File: src/sv/lcgud_pkg.sv
// Shared widths, codes and reset values of the LCG uniform draw unit.
`default_nettype none

package lcgud_pkg;

  localparam int DATA_W    = 32;
  localparam int PROD_W    = 2 * DATA_W;
  localparam int CFG_IDX_W = 2;
  localparam int DIV_CNT_W = $clog2(PROD_W);

  // configuration register indexes
  typedef enum logic [CFG_IDX_W-1:0] {
    REG_MULTIPLIER = 2'd0,
    REG_INCREMENT  = 2'd1,
    REG_MODULUS    = 2'd2,
    REG_SEED       = 2'd3
  } cfg_reg_t;

  // transaction kinds
  localparam logic MODE_DRAW   = 1'b0;
  localparam logic MODE_RESEED = 1'b1;

  localparam logic [DATA_W-1:0] MULTIPLIER_RST = 32'd48271;
  localparam logic [DATA_W-1:0] INCREMENT_RST  = 32'd0;
  localparam logic [DATA_W-1:0] MODULUS_RST    = 32'd2147483647;
  localparam logic [DATA_W-1:0] SEED_RST       = 32'd1;

  // divider request from the sequencer
  typedef struct packed {
    logic              start;
    logic [PROD_W-1:0] dividend;
    logic [DATA_W-1:0] divisor;
  } div_req_t;

endpackage : lcgud_pkg

`default_nettype wire

File: src/sv/lcgud_if.sv
// Valid/ready channel interfaces for draw requests and draw results.
`default_nettype none

interface lcgud_in_if
  import lcgud_pkg::*;
();
  logic                     valid;
  logic                     ready;
  logic                     mode;
  logic signed [DATA_W-1:0] bound_a;
  logic signed [DATA_W-1:0] bound_b;

  modport source (output valid, output mode, output bound_a, output bound_b, input ready);
  modport sink   (input valid, input mode, input bound_a, input bound_b, output ready);
endinterface : lcgud_in_if

interface lcgud_out_if
  import lcgud_pkg::*;
();
  logic                     valid;
  logic                     ready;
  logic signed [DATA_W-1:0] uniform_value;
  logic        [DATA_W-1:0] raw_state;

  modport source (output valid, output uniform_value, output raw_state, input ready);
  modport sink   (input valid, input uniform_value, input raw_state, output ready);
endinterface : lcgud_out_if

`default_nettype wire

File: src/sv/lcgud_mul.sv
// Shared 32x32 multiplier with a registered 64-bit product.
`default_nettype none

module lcgud_mul
  import lcgud_pkg::*;
(
  input  wire logic              clk,
  input  wire logic [DATA_W-1:0] a,
  input  wire logic [DATA_W-1:0] b,
  output logic      [PROD_W-1:0] p
);

  always_ff @(posedge clk) begin
    p <= PROD_W'(a) * PROD_W'(b);
  end

endmodule : lcgud_mul

`default_nettype wire

File: src/sv/lcgud_div.sv
// Restoring 64/32 divider, one quotient bit per cycle.
`default_nettype none

module lcgud_div
  import lcgud_pkg::*;
(
  input  wire logic              clk,
  input  wire logic              rst,
  input  wire div_req_t          req,
  output logic                   done,
  output logic      [PROD_W-1:0] quo,
  output logic      [DATA_W-1:0] rem
);

  logic [DATA_W-1:0]    dvs;
  logic [DIV_CNT_W-1:0] cnt;
  logic                 busy;
  logic [DATA_W:0]      rem_shift;
  logic [DATA_W:0]      diff;
  logic                 ge;

  assign rem_shift = {rem, quo[PROD_W-1]};
  assign diff      = rem_shift - {1'b0, dvs};
  assign ge        = ~diff[DATA_W];

  always_ff @(posedge clk) begin
    if (rst) begin
      busy <= 1'b0;
      done <= 1'b0;
      cnt  <= '0;
    end else begin
      done <= 1'b0;
      if (req.start) begin
        busy <= 1'b1;
        cnt  <= '0;
      end else if (busy) begin
        cnt <= cnt + 1'b1;
        if (cnt == DIV_CNT_W'(PROD_W - 1)) begin
          busy <= 1'b0;
          done <= 1'b1;
        end
      end
    end
  end

  // datapath, no reset
  always_ff @(posedge clk) begin
    if (req.start) begin
      rem <= '0;
      quo <= req.dividend;
      dvs <= req.divisor;
    end else if (busy) begin
      rem <= ge ? diff[DATA_W-1:0] : rem_shift[DATA_W-1:0];
      quo <= {quo[PROD_W-2:0], ge};
    end
  end

endmodule : lcgud_div

`default_nettype wire

File: src/sv/lcg_uniform_draw_unit.sv
// Top level of the LCG uniform draw unit: sequencer, registers and output stage.
`default_nettype none

// Linear congruential generator x' = (multiplier*x + increment) mod modulus
// (modulus 0 = wrap at 2^32) that returns draws scaled into a signed 32-bit integer range.
// A draw transaction orders its bounds, returns lo + (hi-lo)*(x-xmin)/(xmax-xmin)
// (saturated at hi, lo when the span is empty) with the state used, then steps.
// A reseed transaction loads seed_value mod modulus, steps once and returns
// nothing. One transaction at a time: ready is low from acceptance until the
// step has finished. All reductions and the range scaling go through one
// shared radix-2 divider and one registered multiplier. With modulus 0 the
// reductions skip the divider, and with an empty generator span so does the
// scaling. A finished draw waits until the output register is free; the
// step only proceeds once that register has taken it.
// Configuration may be written only while ready is high and no step is due.

module lcg_uniform_draw_unit
  import lcgud_pkg::*;
(
  input  wire logic                 clk,
  input  wire logic                 rst,
  lcgud_in_if.sink                  draw_in,
  lcgud_out_if.source               draw_out,
  input  wire logic                 cfg_wr_en,
  input  wire logic [CFG_IDX_W-1:0] cfg_index,
  input  wire logic [DATA_W-1:0]    cfg_data
);

  typedef enum logic [3:0] {
    S_IDLE,
    S_SEED_WAIT,
    S_DRAW_MUL,
    S_DRAW_PROD,
    S_DRAW_WAIT,
    S_EMIT,
    S_STEP_MUL,
    S_STEP_PROD,
    S_STEP_ADD,
    S_STEP_WAIT
  } state_t;

  state_t state;

  // configuration
  logic [DATA_W-1:0] multiplier;
  logic [DATA_W-1:0] increment;
  logic [DATA_W-1:0] modulus;
  logic [DATA_W-1:0] seed_value;

  // generator state and per-draw working registers
  logic [DATA_W-1:0] gen_state;
  logic [DATA_W-1:0] lo;
  logic [DATA_W-1:0] span;
  logic [DATA_W-1:0] q;
  logic [PROD_W-1:0] step_sum;

  // output register
  logic              out_valid;
  logic [DATA_W-1:0] out_value;
  logic [DATA_W-1:0] out_raw;

  // shared units
  logic [DATA_W-1:0] mul_a;
  logic [DATA_W-1:0] mul_b;
  logic [PROD_W-1:0] mul_p;
  div_req_t          div_req;
  logic              div_done;
  logic [PROD_W-1:0] div_quo;
  logic [DATA_W-1:0] div_rem;

  logic              accept;
  logic              a_le_b;
  logic [DATA_W-1:0] xmin;
  logic [DATA_W-1:0] num;
  logic [DATA_W-1:0] den;
  logic              emit_go;

  assign draw_in.ready = (state == S_IDLE);
  assign accept        = draw_in.valid && draw_in.ready;
  assign a_le_b        = draw_in.bound_a <= draw_in.bound_b;

  // span of the generator: xmin is 1 for a multiplicative generator
  assign xmin = (increment == '0) ? DATA_W'(1) : '0;
  assign num  = gen_state - xmin;
  assign den  = modulus - DATA_W'(1) - xmin;

  assign emit_go = (state == S_EMIT) && (!out_valid || draw_out.ready);

  assign draw_out.valid         = out_valid;
  assign draw_out.uniform_value = out_value;
  assign draw_out.raw_state     = out_raw;

  // multiplier operands: scaling product during a draw, LCG product otherwise
  always_comb begin
    if (state == S_DRAW_MUL) begin
      mul_a = span;
      mul_b = num;
    end else begin
      mul_a = multiplier;
      mul_b = gen_state;
    end
  end

  // divider requests
  always_comb begin
    div_req.start    = 1'b0;
    div_req.dividend = step_sum;
    div_req.divisor  = modulus;
    case (state)
      S_IDLE: begin
        div_req.start    = accept && (draw_in.mode == MODE_RESEED) && (modulus != '0);
        div_req.dividend = {{DATA_W{1'b0}}, seed_value};
      end
      S_DRAW_PROD: begin
        div_req.start    = (den != '0);
        div_req.dividend = mul_p;
        div_req.divisor  = den;
      end
      S_STEP_ADD: begin
        div_req.start = (modulus != '0);
      end
      default: begin
        div_req.start = 1'b0;
      end
    endcase
  end

  lcgud_mul u_mul (
    .clk (clk),
    .a   (mul_a),
    .b   (mul_b),
    .p   (mul_p)
  );

  lcgud_div u_div (
    .clk  (clk),
    .rst  (rst),
    .req  (div_req),
    .done (div_done),
    .quo  (div_quo),
    .rem  (div_rem)
  );

  // configuration writes
  always_ff @(posedge clk) begin
    if (rst) begin
      multiplier <= MULTIPLIER_RST;
      increment  <= INCREMENT_RST;
      modulus    <= MODULUS_RST;
      seed_value <= SEED_RST;
    end else if (cfg_wr_en) begin
      case (cfg_reg_t'(cfg_index))
        REG_MULTIPLIER: multiplier <= cfg_data;
        REG_INCREMENT:  increment  <= cfg_data;
        REG_MODULUS:    modulus    <= cfg_data;
        REG_SEED:       seed_value <= cfg_data;
        default:        ;
      endcase
    end
  end

  // sequencer, generator state and output valid
  always_ff @(posedge clk) begin
    if (rst) begin
      state     <= S_IDLE;
      gen_state <= '0;
      out_valid <= 1'b0;
    end else begin
      if (emit_go) begin
        out_valid <= 1'b1;
      end else if (out_valid && draw_out.ready) begin
        out_valid <= 1'b0;
      end

      case (state)
        S_IDLE: begin
          if (accept) begin
            if (draw_in.mode == MODE_RESEED) begin
              if (modulus == '0) begin
                gen_state <= seed_value;
                state     <= S_STEP_MUL;
              end else begin
                state <= S_SEED_WAIT;
              end
            end else begin
              state <= S_DRAW_MUL;
            end
          end
        end
        S_SEED_WAIT: begin
          if (div_done) begin
            gen_state <= div_rem;
            state     <= S_STEP_MUL;
          end
        end
        S_DRAW_MUL: state <= S_DRAW_PROD;
        S_DRAW_PROD: begin
          state <= (den == '0) ? S_EMIT : S_DRAW_WAIT;
        end
        S_DRAW_WAIT: begin
          if (div_done) state <= S_EMIT;
        end
        S_EMIT: begin
          if (emit_go) state <= S_STEP_MUL;
        end
        S_STEP_MUL:  state <= S_STEP_PROD;
        S_STEP_PROD: state <= S_STEP_ADD;
        S_STEP_ADD: begin
          if (modulus == '0) begin
            gen_state <= step_sum[DATA_W-1:0];
            state     <= S_IDLE;
          end else begin
            state <= S_STEP_WAIT;
          end
        end
        S_STEP_WAIT: begin
          if (div_done) begin
            gen_state <= div_rem;
            state     <= S_IDLE;
          end
        end
        default: state <= S_IDLE;
      endcase
    end
  end

  // datapath registers, no reset
  always_ff @(posedge clk) begin
    if (accept) begin
      lo   <= a_le_b ? draw_in.bound_a : draw_in.bound_b;
      span <= a_le_b ? (draw_in.bound_b - draw_in.bound_a)
                     : (draw_in.bound_a - draw_in.bound_b);
    end
    if (state == S_DRAW_PROD && den == '0) begin
      q <= '0;
    end else if (state == S_DRAW_WAIT && div_done) begin
      // state beyond the span saturates at hi
      q <= (div_quo > {{DATA_W{1'b0}}, span}) ? span : div_quo[DATA_W-1:0];
    end
    if (state == S_STEP_PROD) begin
      step_sum <= mul_p + {{DATA_W{1'b0}}, increment};
    end
    if (emit_go) begin
      out_value <= lo + q;
      out_raw   <= gen_state;
    end
  end

endmodule : lcg_uniform_draw_unit

`default_nettype wire

File: src/flat_wrapper.sv
// flat-port wrapper written by rule: the top's interface ports become plain ports
module lcg_uniform_draw_unit_flat import lcgud_pkg::*;
  (clk, rst, cfg_wr_en, cfg_index, cfg_data, draw_in_valid, draw_in_mode, draw_in_bound_a, draw_in_bound_b, draw_in_ready, draw_out_valid, draw_out_uniform_value, draw_out_raw_state, draw_out_ready);
  lcgud_in_if draw_in_i ();
  lcgud_out_if draw_out_i ();
  input  wire logic clk;
  input  wire logic rst;
  input  wire logic cfg_wr_en;
  input  wire logic [CFG_IDX_W-1:0] cfg_index;
  input  wire logic [DATA_W-1:0] cfg_data;
  input wire logic [$bits(draw_in_i.valid)-1:0] draw_in_valid;
  input wire logic [$bits(draw_in_i.mode)-1:0] draw_in_mode;
  input wire logic [$bits(draw_in_i.bound_a)-1:0] draw_in_bound_a;
  input wire logic [$bits(draw_in_i.bound_b)-1:0] draw_in_bound_b;
  output wire logic [$bits(draw_in_i.ready)-1:0] draw_in_ready;
  output wire logic [$bits(draw_out_i.valid)-1:0] draw_out_valid;
  output wire logic [$bits(draw_out_i.uniform_value)-1:0] draw_out_uniform_value;
  output wire logic [$bits(draw_out_i.raw_state)-1:0] draw_out_raw_state;
  input wire logic [$bits(draw_out_i.ready)-1:0] draw_out_ready;
  assign draw_in_i.valid = draw_in_valid;
  assign draw_in_i.mode = draw_in_mode;
  assign draw_in_i.bound_a = draw_in_bound_a;
  assign draw_in_i.bound_b = draw_in_bound_b;
  assign draw_in_ready = draw_in_i.ready;
  assign draw_out_valid = draw_out_i.valid;
  assign draw_out_uniform_value = draw_out_i.uniform_value;
  assign draw_out_raw_state = draw_out_i.raw_state;
  assign draw_out_i.ready = draw_out_ready;
  lcg_uniform_draw_unit u_core (.clk(clk), .rst(rst), .draw_in(draw_in_i), .draw_out(draw_out_i), .cfg_wr_en(cfg_wr_en), .cfg_index(cfg_index), .cfg_data(cfg_data));
endmodule
File: config.mk
export PLATFORM = sky130hd
export DESIGN_NAME = lcg_uniform_draw_unit_flat
export DESIGN_NICKNAME = d
export VERILOG_FILES = /design/src/sv/lcgud_pkg.sv /design/src/sv/lcgud_if.sv /design/src/sv/lcgud_mul.sv /design/src/sv/lcgud_div.sv /design/src/sv/lcg_uniform_draw_unit.sv /design/src/flat_wrapper.sv
export SDC_FILE = /design/constraint.sdc
export NUM_CORES = 2
export LEC_CHECK = 0
export BUFFER_PORTS_ARGS = -buffer_cell sky130_fd_sc_hd__buf_2
export CORE_ASPECT_RATIO = 1.4
export CORE_UTILIZATION = 50
export DETAILED_ROUTE_END_ITERATION = 6
export PLACE_DENSITY_LB_ADDON = 0.08
export SYNTH_ARGS = -nofsm -noshare
export SYNTH_HDL_FRONTEND = slang
export SYNTH_SLANG_ARGS = --single-unit
File: constraint.sdc
create_clock -name clk -period 13.1 [get_ports clk]
set_clock_uncertainty 0.05 [all_clocks]
set_input_delay 2.62 -clock clk [delete_from_list [all_inputs] [get_ports clk]]
set_output_delay 2.62 -clock clk [all_outputs]
set_load 0.1 [all_outputs]
==> out/results.tsv <==
stage	metric	value	unit
detailed_routing	wl_met2	113000	microns
worst_setup_path	critPathKind	reg2reg	
placement	place_ws	1.25	ns
finish	postLayoutCoreUtil	54.5	%
sta	setup_viol_count_final	0	
detailed_routing	route.met3.wl	15200	microns
detailed_routing	drcViolationCount	2	
floorplanning	rows	156	
finish	largestRegisters	u_core.step_sum x64, u_core.u_div.quo x64, u_core.u_mul.p x64	
synthesis	ys_seq_area_share	22.5	%
detailed_routing	drt_iter0_markers	3905	
finish	fin_area	70400	sq um
worst_setup_path	cp-start-kind	register	
synthesis	syn_nets	8780	
clock_network	cts_hold_buf	0	
status	status	complete, but fails checks	
worst_setup_path	reg2reg_depth	39	
synthesis	synth-adder-area-share	36.4	%
sta	period_share	91.3	%
sta	grt_setup_unrepaired	no	
grt	grtUsageTotal	35.9	%
worst_setup_path	worstPathArrival	12.50	ns
synthesis	synth_compound_area_share	10.6	%
synthesis	synth_edf_count	288	
sta	max_clock_freq	0.0836	GHz
clock_network	cts.repair.resized	0	
placement	hpwl	185000	microns
synthesis	synth_top_family_by_area	adder cells	
floorplanning	die-width	307	microns
floorplanning	ioPinCount	170	
finish	synthToLayoutAreaGrowth	7.97	%
clock_network	clock_latency	0.69	ns
power_and_ir_drop	switchingPower	5.16	mW
worst_setup_path	crit_fanout	10	
worst_setup_path	crit_top_cell	fa_1	
grt	overflow	0	
grt	grt_max_degree	99	
synthesis	synth_xor_area_share	3.97	%
clock_network	cts_max_path_buffers	3	
synthesis	synth_cells	7317	
job	drv_cap	0	
hold_path	hold_path_class	reg2reg	
placement	dpl_cell_area	68200	sq um
power_and_ir_drop	p_clk_share	18.0	%
power_and_ir_drop	p_leak	32.5	nW
power_and_ir_drop	p_int	5.38	mW
detailed_routing	firstDrtPassIters	7	
grt	grt_first_pass_wirelength	350000	microns
power_and_ir_drop	swShare	49.0	%
synthesis	ys_types	77	
sta	final.setup.worst_slack	1.13	ns
finish	fin_nets	8783	
synthesis	yosys_warnings	0	
worst_setup_path	slowest_delay	0.62	ns
detailed_routing	top_layer	met5	
clock_network	cts_sinks	589	
worst_setup_path	crit_path_end_kind	register	
hold_path	min_to	u_core.gen_state[24]$_SDFFE_PP0P_	
power_and_ir_drop	p_seq_share	27.9	%
detailed_routing	finalWirelength	233000	microns
synthesis	muxShareOfSynthArea	2.23	%
grt	grt_pass1_vias	55800	
worst_setup_path	rr_endpoint	u_core.u_mul.p[62]$_DFF_P_	
synthesis	synthSimpleGateAreaFrac	15.7	%
sta	final.setup.tns	0	ns
worst_setup_path	r2r_setup_slack	1.13	ns
floorplanning	core_region_area	129000	sq um
sta	finalCriticalPeriod	11.97	ns
clock_network	clkSlewWorstSetupHoldPaths	0.06	ns
finish	drive_gt1_share	7.15	%
detailed_routing	vias_per_cell	5.83	
power_and_ir_drop	power	10.5	mW
sta	max_slew_margin	17.1	%
floorplanning	start_util	50.5	%
worst_setup_path	cp.required	13.63	ns
floorplanning	chipHeight	429	microns
clock_network	htree_levels	3	
sta	hold_viol	0	
status	violations	DRC	
worst_setup_path	reg2reg_from	u_core.increment[24]$_SDFFE_PP0P_	
detailed_routing	m1WireLength	87600	microns
sta	slew_viol_final	0	
detailed_routing	vias	53200	
synthesis	ys.flop_type	dfxtp_1	
power_and_ir_drop	p_comb_share	54.1	%
sta	worst_slew_pin_slew	1.24	ns
synthesis	avgSynthCellArea	8.92	sq um
hold_path	holdPathStages	2	
power_and_ir_drop	peakVddDrop	0.000157	V
placement	port_buffers	169	
synthesis	async_flop_share	0	%
synthesis	yosys_register_bits	589	
hold_path	min-delay-start	u_core.seed_value[24]$_SDFFE_PP0P_	
floorplanning	dieArea	132000	sq um
power_and_ir_drop	powerDensity	150	nW/um^2
detailed_routing	ant_nets	0	
clock_network	cts_made_buffers	66	
grt	antenna_found_initial	3	
synthesis	syn_area	65200	sq um
clock_network	cts_tree	built	
clock_network	cts_root_buf	clkbuf_16	
clock_network	cts_setup_buffers	0	
placement	gp_congestion	1.03	
detailed_routing	wl_per_cell	25.5	microns
worst_setup_path	slowest_stage	or4_1	
-- per-stage QoR --
stage | instances | hold WS (ns)
global placement | 8990 | 0.408
global route | 9113 | 0.438
CTS | 9112 | 0.398
detailed placement | 8990 | 0.415
finish | 9115 | 0.411
floorplan | 7317 | 0.356
-- worst max-delay path by stage --
stage / startpoint / endpoint / slack, ns / cells after the start
after floorplan: u_core.increment[25]$_SDFFE_PP0P_ / u_core.u_mul.p[62]$_DFF_P_ / 3.10 / 39
after global routing: u_core.increment[24]$_SDFFE_PP0P_ / u_core.u_mul.p[62]$_DFF_P_ / 0.42 / 39
final: u_core.increment[24]$_SDFFE_PP0P_ / u_core.u_mul.p[62]$_DFF_P_ / 1.13 / 39
after CTS: u_core.increment[24]$_SDFFE_PP0P_ / u_core.u_mul.p[62]$_DFF_P_ / 1.16 / 39
after detailed placement: u_core.increment[24]$_SDFFE_PP0P_ / u_core.u_mul.p[62]$_DFF_P_ / 1.25 / 39
after global placement: u_core.increment[24]$_SDFFE_PP0P_ / u_core.u_mul.p[62]$_DFF_P_ / 1.44 / 39
-- area by class of cell --
cell class              count  area, sq um
clock inverters            29          310
fillers                 12200        58800
flip-flops and latches    589        14700
repair buffers            302         1850
diodes                      3         7.51
inverters                1113         4180
multi-input cells        5248        45400
well taps                1738         2170
clock buffers              93         1880
-- power groups by stage --
| stage | registers [mW] | logic, mW | clock network [mW] |
|---|---|---|---|
| global route | 2.95 | 6.18 | 2.00 |
| CTS | 2.92 | 5.65 | 1.94 |
| floorplan | 2.79 | 3.59 | 0 |
| finish | 2.94 | 5.70 | 1.90 |
| detailed placement | 2.96 | 5.56 | 0 |
| global placement | 2.96 | 5.57 | 0 |
-- placed cells by master, fill, tap and decap left out, drive strengths merged, types with 40 or more instances in the layout --
cell type,synthesis,final
o21bai,42,42
a31oi,52,52
clkbuf,325,93
inv,1113,1119
nor3,82,82
ha,458,458
a211oi,58,58
xnor2,165,165
nand3b,52,52
a221oi,40,40
nand3,56,56
xor2,127,127
nor4,44,44
mux2i,104,104
o21ai,189,189
nand2,1193,1193
a311oi,41,41
edfxtp,288,288
nor2,664,664
dfxtp,301,301
fa,901,901
nand4,68,68
a22oi,67,67
buf,42,302
a21oi,344,344
a21o,99,99
-- Yosys cell counts, types with 104 or more instances --
master	count	area [sq um]
nand2_1	1193	4480
inv_1	1112	4170
fa_1	901	18000
nor2_1	664	2490
ha_1	458	5730
a21oi_1	344	1720
clkbuf_1	325	1220
dfxtp_1	301	6030
edfxtp_1	288	8650
o21ai_0	186	931
xnor2_1	162	1420
xor2_1	126	1100
mux2i_1	104	1040
-- critical path, delay by kind of cell (launching register included) --
family | cells | cell delay, ns
xor+xnor | 2 | 0.59
flops | 1 | 0.34
fa+ha+maj | 11 | 4.70
simple gates | 14 | 4.13
buf+inv | 6 | 0.65
compound gates | 6 | 1.40
-- kinds of logic after synthesis --
kind of cell    after synthesis
xor+xnor                    292
fa+ha+maj                  1359
simple gates               2377
compound gates             1079
buf+inv                    1480
flops                       589
mux                         141
-- metal layers --
layer	GRT usage, %	vias up
li1	-	23600
met1	43.3	26800
met2	61.0	2152
met3	4.45	586
met4	21.8	2
met5	0	-
No activity file was read; power rests on OpenSTA's default activity.
